`config.mk`:
```
export PLATFORM = sky130hd
export DESIGN_NAME = ttsb_ctrl
export DESIGN_NICKNAME = d
export VERILOG_FILES = /design/src/design/assert_macros.svh /design/src/design/ttsb_pkg.sv /design/src/design/ttsb_ctrl.sv
export SDC_FILE = /design/constraint.sdc
export NUM_CORES = 1
export LEC_CHECK = 0
export BUFFER_PORTS_ARGS = -buffer_cell sky130_fd_sc_hd__buf_2
export CAP_MARGIN = 20
export CORE_MARGIN = 4
export CORE_UTILIZATION = 55
export CTS_CLUSTER_DIAMETER = 60
export DETAILED_ROUTE_END_ITERATION = 7
export HOLD_SLACK_MARGIN = 0.08
export PLACE_DENSITY = 0.76
export SLEW_MARGIN = 30
export SYNTH_ARGS = -nofsm -noshare
export SYNTH_HDL_FRONTEND = slang
export SYNTH_SLANG_ARGS = --single-unit
```
`constraint.sdc`:
```
create_clock -name clk -period 5.21 [get_ports clk]
set_input_delay 0 -clock clk [delete_from_list [all_inputs] [get_ports clk]]
set_output_delay 0 -clock clk [all_outputs]
set_load 0.005 [all_outputs]
```
`src/design/assert_macros.svh`:
```
// Assertion macros for the tangent-space builder RTL.
// Included by files that carry concurrent checks; no other dependencies.
`ifndef ASSERT_MACROS_SVH
`define ASSERT_MACROS_SVH

`ifndef SYNTH
// Check that a condition holds at every rising clock edge outside reset
`define TTSB_ASSERT_ALWAYS(lbl, clk, rstn, cond, msg) \
    lbl: assert property (@(posedge clk) disable iff (!rstn) (cond)) else $error(msg);
// Check that a condition holds in the cycle after a trigger
`define TTSB_ASSERT_NEXT(lbl, clk, rstn, ante, cons, msg) \
    lbl: assert property (@(posedge clk) disable iff (!rstn) (ante) |=> (cons)) else $error(msg);
`else
`define TTSB_ASSERT_ALWAYS(lbl, clk, rstn, cond, msg)
`define TTSB_ASSERT_NEXT(lbl, clk, rstn, ante, cons, msg)
`endif

`endif

```
`src/design/ttsb_pkg.sv`:
```
// Shared types and constants of the tangent-space builder.
// No dependencies; imported by the controller, datapath and top level.
`default_nettype none

package ttsb_pkg;

    // Command codes on the input tuser
    localparam logic [1:0] CMD_ADD  = 2'd0;
    localparam logic [1:0] CMD_TRI  = 2'd1;
    localparam logic [1:0] CMD_READ = 2'd2;

    localparam int S_TDATA_W = 192;
    localparam int M_TDATA_W = 256;
    localparam int IDX_W     = 10;
    localparam int CRD_W     = 32;
    localparam int UNIT_W    = 16;
    localparam int GEOM_W    = 5 * CRD_W;
    localparam int FRAME_W   = 6 * UNIT_W;
    localparam int CNT_W     = 5;

    localparam logic [UNIT_W-1:0] ONE_Q14 = 16'd16384;

    // Last step of each iterated phase
    localparam logic [CNT_W-1:0] FETCH_TRI_LAST  = 5'd3;
    localparam logic [CNT_W-1:0] FETCH_READ_LAST = 5'd1;
    localparam logic [CNT_W-1:0] MUL_LAST        = 5'd14;
    localparam logic [CNT_W-1:0] SQ_LAST         = 5'd3;
    localparam logic [CNT_W-1:0] SQRT_LAST       = 5'd31;
    localparam logic [CNT_W-1:0] DIV_LAST        = 5'd14;
    localparam logic [CNT_W-1:0] WRITE_LAST      = 5'd2;
    localparam logic [1:0]       COMP_LAST       = 2'd2;

    typedef enum logic [1:0] {
        ST_OK    = 2'd0,
        ST_DEGEN = 2'd1,
        ST_RANGE = 2'd2,
        ST_FULL  = 2'd3
    } status_t;

    typedef enum logic [4:0] {
        OP_NONE,
        OP_LOAD,
        OP_ADD,
        OP_FETCH,
        OP_EDGE,
        OP_FIT,
        OP_MUL,
        OP_SIGN,
        OP_NLOAD,
        OP_NSHIFT,
        OP_SQ,
        OP_SQRT,
        OP_DLOAD,
        OP_DSTEP,
        OP_DSTORE,
        OP_WRITE,
        OP_RESULT
    } dp_op_t;

    typedef struct packed {
        dp_op_t           op;
        logic [CNT_W-1:0] cnt;
        logic             vsel;
        logic [1:0]       comp;
        status_t          stat;
    } ctl_cmd_t;

    typedef struct packed {
        logic [1:0] cmd;
        logic       idx_bad;
        logic       full;
        logic       det_zero;
        logic       m_zero;
        logic       m_ok;
        logic       out_busy;
    } dp_sts_t;

endpackage

`default_nettype wire

```
`src/design/ttsb_ctrl.sv`:
```
// Sequencing controller of the tangent-space builder.
// Depends on ttsb_pkg; drives the datapath by command and reads its status.
`default_nettype none

module ttsb_ctrl
    import ttsb_pkg::*;
(
    input  wire logic     clk,
    input  wire logic     rst_n,
    input  wire logic     s_tvalid,
    output logic          s_tready,
    input  wire dp_sts_t  sts,
    output ctl_cmd_t      cmd
);

    typedef enum logic [15:0] {
        S_IDLE   = 16'h0001,
        S_DISP   = 16'h0002,
        S_FETCH  = 16'h0004,
        S_EDGE   = 16'h0008,
        S_FIT    = 16'h0010,
        S_MUL    = 16'h0020,
        S_SIGN   = 16'h0040,
        S_NLOAD  = 16'h0080,
        S_NSHIFT = 16'h0100,
        S_SQ     = 16'h0200,
        S_SQRT   = 16'h0400,
        S_DLOAD  = 16'h0800,
        S_DSTEP  = 16'h1000,
        S_DSTORE = 16'h2000,
        S_WRITE  = 16'h4000,
        S_FINISH = 16'h8000
    } state_t;

    state_t           state_reg, state_next;
    logic [CNT_W-1:0] cnt_reg, cnt_next;
    logic             vsel_reg, vsel_next;
    logic [1:0]       comp_reg, comp_next;
    status_t          stat_reg, stat_next;
    logic [CNT_W-1:0] fetch_last;

    assign fetch_last = (sts.cmd == CMD_TRI) ? FETCH_TRI_LAST : FETCH_READ_LAST;
    assign s_tready   = (state_reg == S_IDLE);

    // Next state and command
    always_comb
    begin
        state_next = state_reg;
        cnt_next   = cnt_reg;
        vsel_next  = vsel_reg;
        comp_next  = comp_reg;
        stat_next  = stat_reg;
        cmd.op     = OP_NONE;
        cmd.cnt    = cnt_reg;
        cmd.vsel   = vsel_reg;
        cmd.comp   = comp_reg;
        cmd.stat   = stat_reg;
        unique case (state_reg)
            S_IDLE:
            begin
                if (s_tvalid)
                begin
                    cmd.op     = OP_LOAD;
                    state_next = S_DISP;
                end
            end
            S_DISP:
            begin
                cnt_next  = '0;
                vsel_next = 1'b0;
                comp_next = '0;
                stat_next = ST_OK;
                case (sts.cmd)
                    CMD_ADD:
                    begin
                        if (sts.full)
                        begin
                            stat_next = ST_FULL;
                        end
                        else
                        begin
                            cmd.op = OP_ADD;
                        end
                        state_next = S_FINISH;
                    end
                    CMD_TRI, CMD_READ:
                    begin
                        if (sts.idx_bad)
                        begin
                            stat_next  = ST_RANGE;
                            state_next = S_FINISH;
                        end
                        else
                        begin
                            state_next = S_FETCH;
                        end
                    end
                    default:
                    begin
                        state_next = S_FINISH;
                    end
                endcase
            end
            S_FETCH:
            begin
                cmd.op = OP_FETCH;
                if (cnt_reg == fetch_last)
                begin
                    state_next = (sts.cmd == CMD_TRI) ? S_EDGE : S_FINISH;
                end
                else
                begin
                    cnt_next = cnt_reg + 1'b1;
                end
            end
            S_EDGE:
            begin
                cmd.op     = OP_EDGE;
                state_next = S_FIT;
            end
            S_FIT:
            begin
                cmd.op     = OP_FIT;
                cnt_next   = '0;
                state_next = S_MUL;
            end
            S_MUL:
            begin
                cmd.op = OP_MUL;
                if (cnt_reg == MUL_LAST)
                begin
                    state_next = S_SIGN;
                end
                else
                begin
                    cnt_next = cnt_reg + 1'b1;
                end
            end
            S_SIGN:
            begin
                cmd.op = OP_SIGN;
                if (sts.det_zero)
                begin
                    stat_next  = ST_DEGEN;
                    state_next = S_FINISH;
                end
                else
                begin
                    vsel_next  = 1'b0;
                    state_next = S_NLOAD;
                end
            end
            S_NLOAD:
            begin
                cmd.op     = OP_NLOAD;
                comp_next  = '0;
                state_next = S_NSHIFT;
            end
            S_NSHIFT:
            begin
                if (sts.m_zero)
                begin
                    stat_next  = ST_DEGEN;
                    state_next = S_FINISH;
                end
                else if (sts.m_ok)
                begin
                    cnt_next   = '0;
                    state_next = S_SQ;
                end
                else
                begin
                    cmd.op = OP_NSHIFT;
                end
            end
            S_SQ:
            begin
                cmd.op = OP_SQ;
                if (cnt_reg == SQ_LAST)
                begin
                    cnt_next   = '0;
                    state_next = S_SQRT;
                end
                else
                begin
                    cnt_next = cnt_reg + 1'b1;
                end
            end
            S_SQRT:
            begin
                cmd.op = OP_SQRT;
                if (cnt_reg == SQRT_LAST)
                begin
                    state_next = S_DLOAD;
                end
                else
                begin
                    cnt_next = cnt_reg + 1'b1;
                end
            end
            S_DLOAD:
            begin
                cmd.op     = OP_DLOAD;
                cnt_next   = '0;
                state_next = S_DSTEP;
            end
            S_DSTEP:
            begin
                cmd.op = OP_DSTEP;
                if (cnt_reg == DIV_LAST)
                begin
                    state_next = S_DSTORE;
                end
                else
                begin
                    cnt_next = cnt_reg + 1'b1;
                end
            end
            S_DSTORE:
            begin
                cmd.op = OP_DSTORE;
                if (comp_reg != COMP_LAST)
                begin
                    comp_next  = comp_reg + 1'b1;
                    state_next = S_DLOAD;
                end
                else if (!vsel_reg)
                begin
                    vsel_next  = 1'b1;
                    state_next = S_NLOAD;
                end
                else
                begin
                    cnt_next   = '0;
                    state_next = S_WRITE;
                end
            end
            S_WRITE:
            begin
                cmd.op = OP_WRITE;
                if (cnt_reg == WRITE_LAST)
                begin
                    state_next = S_FINISH;
                end
                else
                begin
                    cnt_next = cnt_reg + 1'b1;
                end
            end
            S_FINISH:
            begin
                if (!sts.out_busy)
                begin
                    cmd.op     = OP_RESULT;
                    state_next = S_IDLE;
                end
            end
            default:
            begin
                state_next = S_IDLE;
            end
        endcase
    end

    // Hold control state
    always_ff @(posedge clk or negedge rst_n)
    begin
        if (!rst_n)
        begin
            state_reg <= S_IDLE;
            cnt_reg   <= '0;
            vsel_reg  <= 1'b0;
            comp_reg  <= '0;
            stat_reg  <= ST_OK;
        end
        else
        begin
            state_reg <= state_next;
            cnt_reg   <= cnt_next;
            vsel_reg  <= vsel_next;
            comp_reg  <= comp_next;
            stat_reg  <= stat_next;
        end
    end

endmodule

`default_nettype wire

```
==> impl_metrics.py, run 1 <==
metrics = {
    "run_status": {
        "status": "complete, no violations",
    },
    "logic_synthesis": {
        "yosysTopAreaCellShare": 0.293,
        "synth_edf_count": 0,
        "synth-seq-cells": 26,
        "synth_area_leaders": "dfrtp_1 (29%), ha_1 (4.1%), nand4_1 (3.8%)",
        "ys_seq_area_frac": 0.305,
        "yosys_warnings": 0,
        "synth_area_per_cell_um2": 8.61,
        "syn_nets": 266,
        "syn_area_mm2": 0.00214,
        "async_flop_share": 1.00,
        "syn-instance-count": 248,
        "synth_largest_area_cell": "dfrtp_1",
        "synth_flop_cell": "dfrtp_1",
        "synth.distinct_cells": 56,
    },
    "place": {
        "dp_hpwl_um": 4300,
        "dp_cells": 304,
        "gp_congestion": 0.926,
        "post-place-ws_ns": 2.36,
        "io_buffers": 26,
        "placed_cell_area_mm2": 0.00224,
    },
    "cts": {
        "cts_resized": 0,
        "htreeDepth": 1,
        "numClockSinks": 26,
        "clock_latency_ns": 0.27,
        "root_buffer": "clkbuf_8",
        "clk_path_buf_depth": 2,
        "cts_setup_buffers": 0,
        "cts_made_buffers": 3,
        "clk_pin_slew_worst_paths_ns": 0.09,
        "cts_tree": "done",
        "cts_hold_buf": 4,
    },
    "sta": {
        "hold_viol_final": 0,
        "post-route-period-util": 0.573,
        "slew_viol_final": 0,
        "setup_slack_ns": 2.22,
        "skew_ns": 0.00643,
        "fmax_mhz": 335,
        "setup_tns_ns": 0,
        "setup_viol": 0,
        "period_minus_slack_ns": 2.99,
        "worst_pin_slew_ns": 0.910,
        "max-slew-margin-rel": 0.392,
        "rsz0062_at_grt": "false",
    },
    "route": {
        "drt_pass1_iterations": 4,
        "drt_iter0_drc": 256,
        "wl_per_cell_um": 18.0,
        "viasPerCell": 6.70,
        "routed_wl_um": 5620,
        "vias": 2090,
        "drc_errors": 0,
        "ant_nets": 0,
    },
    "floorplanning": {
        "core_area_mm2": 0.00372,
        "floorplan.initialDensity": 0.575,
        "dieArea_mm2": 0.00494,
        "row_count": 22,
        "die_width_um": 70.3,
        "io_pins": 27,
        "die_y_um": 70.3,
    },
    "worst_setup_path": {
        "cp_slowest_cell": "nor4_2",
        "worstPathRequired_ns": 5.36,
        "critPathKind": "flop to flop",
        "endpoint_kind": "flop",
        "cpPeakStageDelay_ns": 0.72,
        "cp.arrival_ns": 3.13,
        "cp-endpoint": "stat_reg[1]",
        "critPathLaunch": "state_reg[8]",
        "start_kind": "flop",
        "reg2reg_to": "stat_reg[1]",
        "r2r-start": "state_reg[8]",
        "cp_max_fo": 12,
        "r2r_setup_slack_ns": 2.22,
        "crit_chain": "nor4_2 > nand4b_1 > or4b_1 > a311oi_1 > o21ai_0",
        "ff2ff_path_depth": 5,
    },
    "flow_run": {
        "cap_violations": 0,
    },
    "pwr": {
        "power_mw": 0.808,
        "leakage_nw": 1.04,
        "peakVddDrop_uv": 243,
        "p_per_area_mw_per_mm2": 348,
    },
    "final_layout": {
        "nFillCells": 334,
        "num_antenna_cells": 0,
        "design_area_mm2": 0.00232,
        "final_common_cell": "buf_2",
        "largest_reg_flops": 16,
        "nets": 283,
        "layout-drive-gt1-share": 0.201,
        "area_delta_synth_final_pct": 8.79,
        "stdcell_count": 312,
        "layout_common_cells": "buf_2 (26), dfrtp_1 (25), nand2_1 (17), nor2_1 (17)",
    },
    "min_path": {
        "min_path_type": "input pin to flop",
    },
    "grt": {
        "grt_start_max_net_pins": 27,
        "grt_antenna_before_repair": 0,
        "track_usage": 0.233,
        "grt_pass1_wl_um": 9280,
        "grt_overflow": 0,
        "grt_pass1_vias": 1924,
    },
}
==> logic make-up (layout without fill, tap and decap cells) <==
group | count (synthesis) | in the layout | synth area share
AND/OR/NAND/NOR | 130 | 130 | 0.396
buffers and inverters | 32 | 48 | 0.0674
flip-flops | 26 | 26 | 0.305
adder cells (fa/ha/maj) | 7 | 7 | 0.0410
XOR/XNOR | 10 | 10 | 0.0410
AO/OA/AOI/OAI | 41 | 41 | 0.138
multiplexers | 2 | 2 | 0.0117
==> per-layer routing <==
layer / GRT usage / up-vias / part of all wire
met5: 0 / - / 0
met4: 0.128 / 0 / 0.049
met3: 0.0547 / 27 / 0.094
met2: 0.319 / 119 / 0.43
met1: 0.332 / 967 / 0.42
li1: - / 977 / -
==> worst min path at each step <==
stage	startpoint	endpoint	slack [ns]	depth (start not counted)
after floorplan	rst_n	cnt_reg[0]	-0.30	0
after global placement	rst_n	state_reg[1]	0.03	1
after detailed placement	rst_n	state_reg[1]	0.04	1
after CTS	sts[0]	state_reg[15]	0.11	4
after global routing	sts[0]	state_reg[15]	0.12	4
final	sts[0]	state_reg[15]	0.11	4
==> final cells by class <==
type	instances	area, µm²	area share
Clock buffer	4	45.0	0.0194
Inverter	13	48.8	0.0210
Multi-Input combinational cell	190	1340	0.577
Sequential cell	26	652	0.281
Tap cell	48	60.1	0.0258
Timing Repair Buffer	31	178	0.0765
==> power by group <==
group	internal [mW]	switching, mW
combinational	0.172	0.218
clock	0.0548	0.0643
sequential	0.240	0.0591
total	0.467	0.341
==> cell usage after synthesis, types with 3 or more instances <==
cell type,count
nand2_1,17
xor2_1,4
nor2_1,17
buf_2,4
nor3b_1,3
ha_1,7
xnor2_1,6
nand4_1,13
nand3_1,8
nor4_1,8
nor3_1,13
a21oi_1,7
nand2b_1,3
or4b_2,5
dfrtp_1,25
clkbuf_1,11
or2_2,3
and3_1,4
o21ai_0,6
a21o_1,4
inv_1,13
and4_1,3
a31o_2,5
nor4b_1,7
nor2b_1,4
or4_1,4
==> metrics by stage <==
step / hold WS (ns) / utilization
6_report: 0.115 / 0.625
3_3_place_gp: 0.0321 / 0.602
5_1_grt: 0.121 / 0.625
3_5_place_dp: 0.0393 / 0.602
2_1_floorplan: -0.296 / -
4_1_cts: 0.111 / 0.625
==> critical path: cells and delay by family, from the launching register on <==
| kind | cells | cell delay [ns] |
|---|---|---|
| AO/OA/AOI/OAI | 2 | 0.55 |
| flip-flops | 1 | 0.53 |
| AND/OR/NAND/NOR | 3 | 1.78 |
No activity file was read; power rests on OpenSTA's default activity.
==> run 2, diff against run 1 <==
--- a/config.mk
+++ b/config.mk
@@ -5,10 +5,11 @@
 export SDC_FILE = /design/constraint.sdc
 export NUM_CORES = 1
 export LEC_CHECK = 0
+export ABC_AREA = 1
 export BUFFER_PORTS_ARGS = -buffer_cell sky130_fd_sc_hd__buf_2
 export CAP_MARGIN = 20
 export CORE_MARGIN = 4
-export CORE_UTILIZATION = 55
+export CORE_UTILIZATION = 52
 export CTS_CLUSTER_DIAMETER = 60
 export DETAILED_ROUTE_END_ITERATION = 7
 export HOLD_SLACK_MARGIN = 0.08
==> constraint.sdc (replaced) <==
create_clock -name clk -period 2.7 [get_ports clk]
set_input_delay 0 -clock clk [delete_from_list [all_inputs] [get_ports clk]]
set_output_delay 0 -clock clk [all_outputs]
set_load 0.005 [all_outputs]
==> impl_metrics.py, run 2 <==
metrics = {
    "final_layout": {
        "stdcell_count": 396,
        "fin_util": 0.619,
        "area_delta_synth_final_pct": 12.5,
        "num_antenna_cells": 0,
        "design_area_mm2": 0.00233,
        "layout-drive-gt1-share": 0.152,
        "final_common_cell": "nand2_1",
        "largest_reg_flops": 16,
        "nets": 367,
        "layout_common_cells": "nand2_1 (78), nor2_1 (49), nand3_1 (43)",
    },
    "logic_synthesis": {
        "syn_area_mm2": 0.00208,
        "syn_nets": 334,
        "synth_area_per_cell_um2": 6.57,
        "syn-instance-count": 316,
        "synth_edf_count": 0,
        "synth_most_common_cell": "nand2_1",
        "synth_area_leaders": "dfrtp_1 (30%), nand2_1 (14%), nand3_1 (10%)",
        "synth_common_cells": "nand2_1 (78), nor2_1 (49), nand3_1 (43)",
        "yosys_warnings": 0,
        "synth_largest_area_cell": "dfrtp_1",
        "synth_flop_cell": "dfrtp_1",
        "async_flop_share": 1.00,
        "yosysTopAreaCellShare": 0.301,
        "synth.distinct_cells": 30,
        "ys_seq_area_frac": 0.314,
        "synth-seq-cells": 26,
    },
    "sta": {
        "rsz0062_at_grt": "false",
        "setup_viol": 0,
        "hold_viol_final": 0,
        "worst_pin_slew_ns": 0.587,
        "skew_ns": 0.00740,
        "fmax_mhz": 445,
        "period_minus_slack_ns": 2.24,
        "setup_tns_ns": 0,
        "slew_viol_final": 0,
        "max-slew-margin-rel": 0.609,
        "post-route-period-util": 0.831,
    },
    "worst_setup_path": {
        "cp_common_cell": "nand2_2",
        "cp_max_fo": 20,
        "start_kind": "flop",
        "endpoint_kind": "primary output",
        "critPathKind": "flop to primary output",
        "cp_slowest_cell": "nor2_4",
        "crit_chain": "nor2_2 > nand2_2 > nor2_4 > nand2_2 > nor2_1 > a21oi_1 > o2111ai_1 > buf_2",
        "cp.arrival_ns": 2.24,
        "critPathTopFamily": "simple AND/OR/NAND/NOR gates",
        "timing.critical_path.buf_inv": 1,
        "worstPathRequired_ns": 2.70,
        "cpPeakStageDelay_ns": 0.45,
    },
    "floorplanning": {
        "die_y_um": 71.2,
        "dieArea_mm2": 0.00507,
        "core_area_mm2": 0.00377,
        "floorplan.initialDensity": 0.550,
        "row_count": 22,
        "die_width_um": 71.2,
        "io_pins": 27,
    },
    "pwr": {
        "swShare": 0.439,
        "p_per_area_mw_per_mm2": 629,
        "p_sw_mw": 0.644,
        "power_mw": 1.47,
        "leakage_nw": 1.40,
        "comb_power_share": 0.464,
        "power_frac_clock": 0.177,
        "intPower_mw": 0.825,
        "pwr-share-seq": 0.359,
        "peakVddDrop_uv": 377,
    },
    "cts": {
        "clk_path_buf_depth": 2,
        "htreeDepth": 1,
        "numClockSinks": 26,
        "clock_latency_ns": 0.28,
        "cts_tree": "done",
        "clk_pin_slew_worst_paths_ns": 0.10,
        "root_buffer": "clkbuf_8",
        "cts_made_buffers": 3,
    },
    "grt": {
        "grt_start_max_net_pins": 27,
        "use_met3": 0.0256,
        "grt_pass1_wl_um": 9220,
        "track_usage": 0.223,
        "gr-usage-met1": 0.328,
        "top_usage_layer": "met2",
        "grt_pass1_vias": 1948,
        "grt_use_met2": 0.355,
        "grt_antenna_before_repair": 0,
        "grt_overflow": 0,
    },
    "flow_run": {
        "cap_violations": 0,
    },
    "place": {
        "gp_congestion": 1.01,
        "dp_cells": 386,
        "dp_hpwl_um": 4270,
        "io_buffers": 26,
        "placed_cell_area_mm2": 0.00222,
    },
    "route": {
        "wl_per_cell_um": 13.8,
        "viasPerCell": 5.69,
        "drt_iter0_drc": 237,
        "routed_wl_um": 5450,
        "drc_errors": 0,
        "vias": 2253,
        "drt_pass1_iterations": 5,
        "ant_nets": 0,
    },
    "min_path": {
        "min_path_type": "input pin to flop",
    },
    "run_status": {
        "status": "complete, no violations",
    },
}
==> run 2: worst reg2reg max path, cell delays in order, from the launching register on <==
cell	delay (ns)
dfrtp_1	0.40
nor2_2	0.18
nand2_2	0.12
nor2_4	0.45
nand2_1	0.22
inv_1	0.16
nand2_2	0.12
nand3_1	0.12
nor2_2	0.09
nand2_1	0.11
nand2_1	0.06
nand2_1	0.06
==> run 2: logic make-up (layout without fill, tap and decap cells) <==
| logic type | count (synthesis) | after routing | synth area share |
|---|---|---|---|
| compound gates | 24 | 24 | 0.0693 |
| flops | 26 | 26 | 0.314 |
| xor+xnor | 2 | 2 | 0.00844 |
| fa+ha+maj | 7 | 7 | 0.0422 |
| simple gates | 211 | 211 | 0.468 |
| buf+inv | 46 | 78 | 0.0982 |
==> run 2: what timing repair did <==
item	CTS	global route
resized for setup	0	0
hold buffers	6	0
endpoints found under the hold margin	32	0
buffers inserted	0	0
==> run 2: routing by layer <==
metal / vias to the layer above / share of wire
li1: 1079 / -
met1: 1030 / 0.44
met2: 126 / 0.46
met3: 18 / 0.089
met4: 0 / 0.017
met5: - / 0
==> run 2: power by group through the flow <==
stage	Combinational [mW]	Clock [mW]	Sequential [mW]
2_1_floorplan	0.551	0	0.525
6_report	0.682	0.260	0.528
3_3_place_gp	0.660	0	0.529
4_1_cts	0.680	0.258	0.527
5_1_grt	0.773	0.273	0.541
3_5_place_dp	0.669	0	0.536
==> run 2: layout make-up <==
cell class | instances | area [µm²]
Multi-Input combinational cell | 244 | 1220
Clock buffer | 4 | 55.1
Inverter | 42 | 158
Sequential cell | 26 | 652
Fill cell | 353 | 1440
Timing Repair Buffer | 32 | 190
Tap cell | 48 | 60.1
==> run 2: worst paths after layout <==
kind	startpoint	depth (start not counted)	slack, ns	endpoint
worst max-delay path	state_reg[5]	8	0.46	cmd[10]
worst min-delay path	sts[1]	4	0.11	state_reg[8]
worst max register to register	state_reg[5]	11	0.56	cnt_reg[1]
worst min register to register	stat_reg[0]	2	0.50	stat_reg[0]
max in group asynchronous	rst_n	2	2.05	cnt_reg[2]
min in group asynchronous	rst_n	2	0.25	stat_reg[1]
==> run 2: metrics by stage <==
step	worst slack (ns)	hold WS, ns
6_report	0.455	0.113
5_1_grt	0.306	0.141
3_3_place_gp	0.680	0.0447
4_1_cts	0.533	0.114
2_1_floorplan	1.03	-0.296
3_5_place_dp	0.626	0.0409
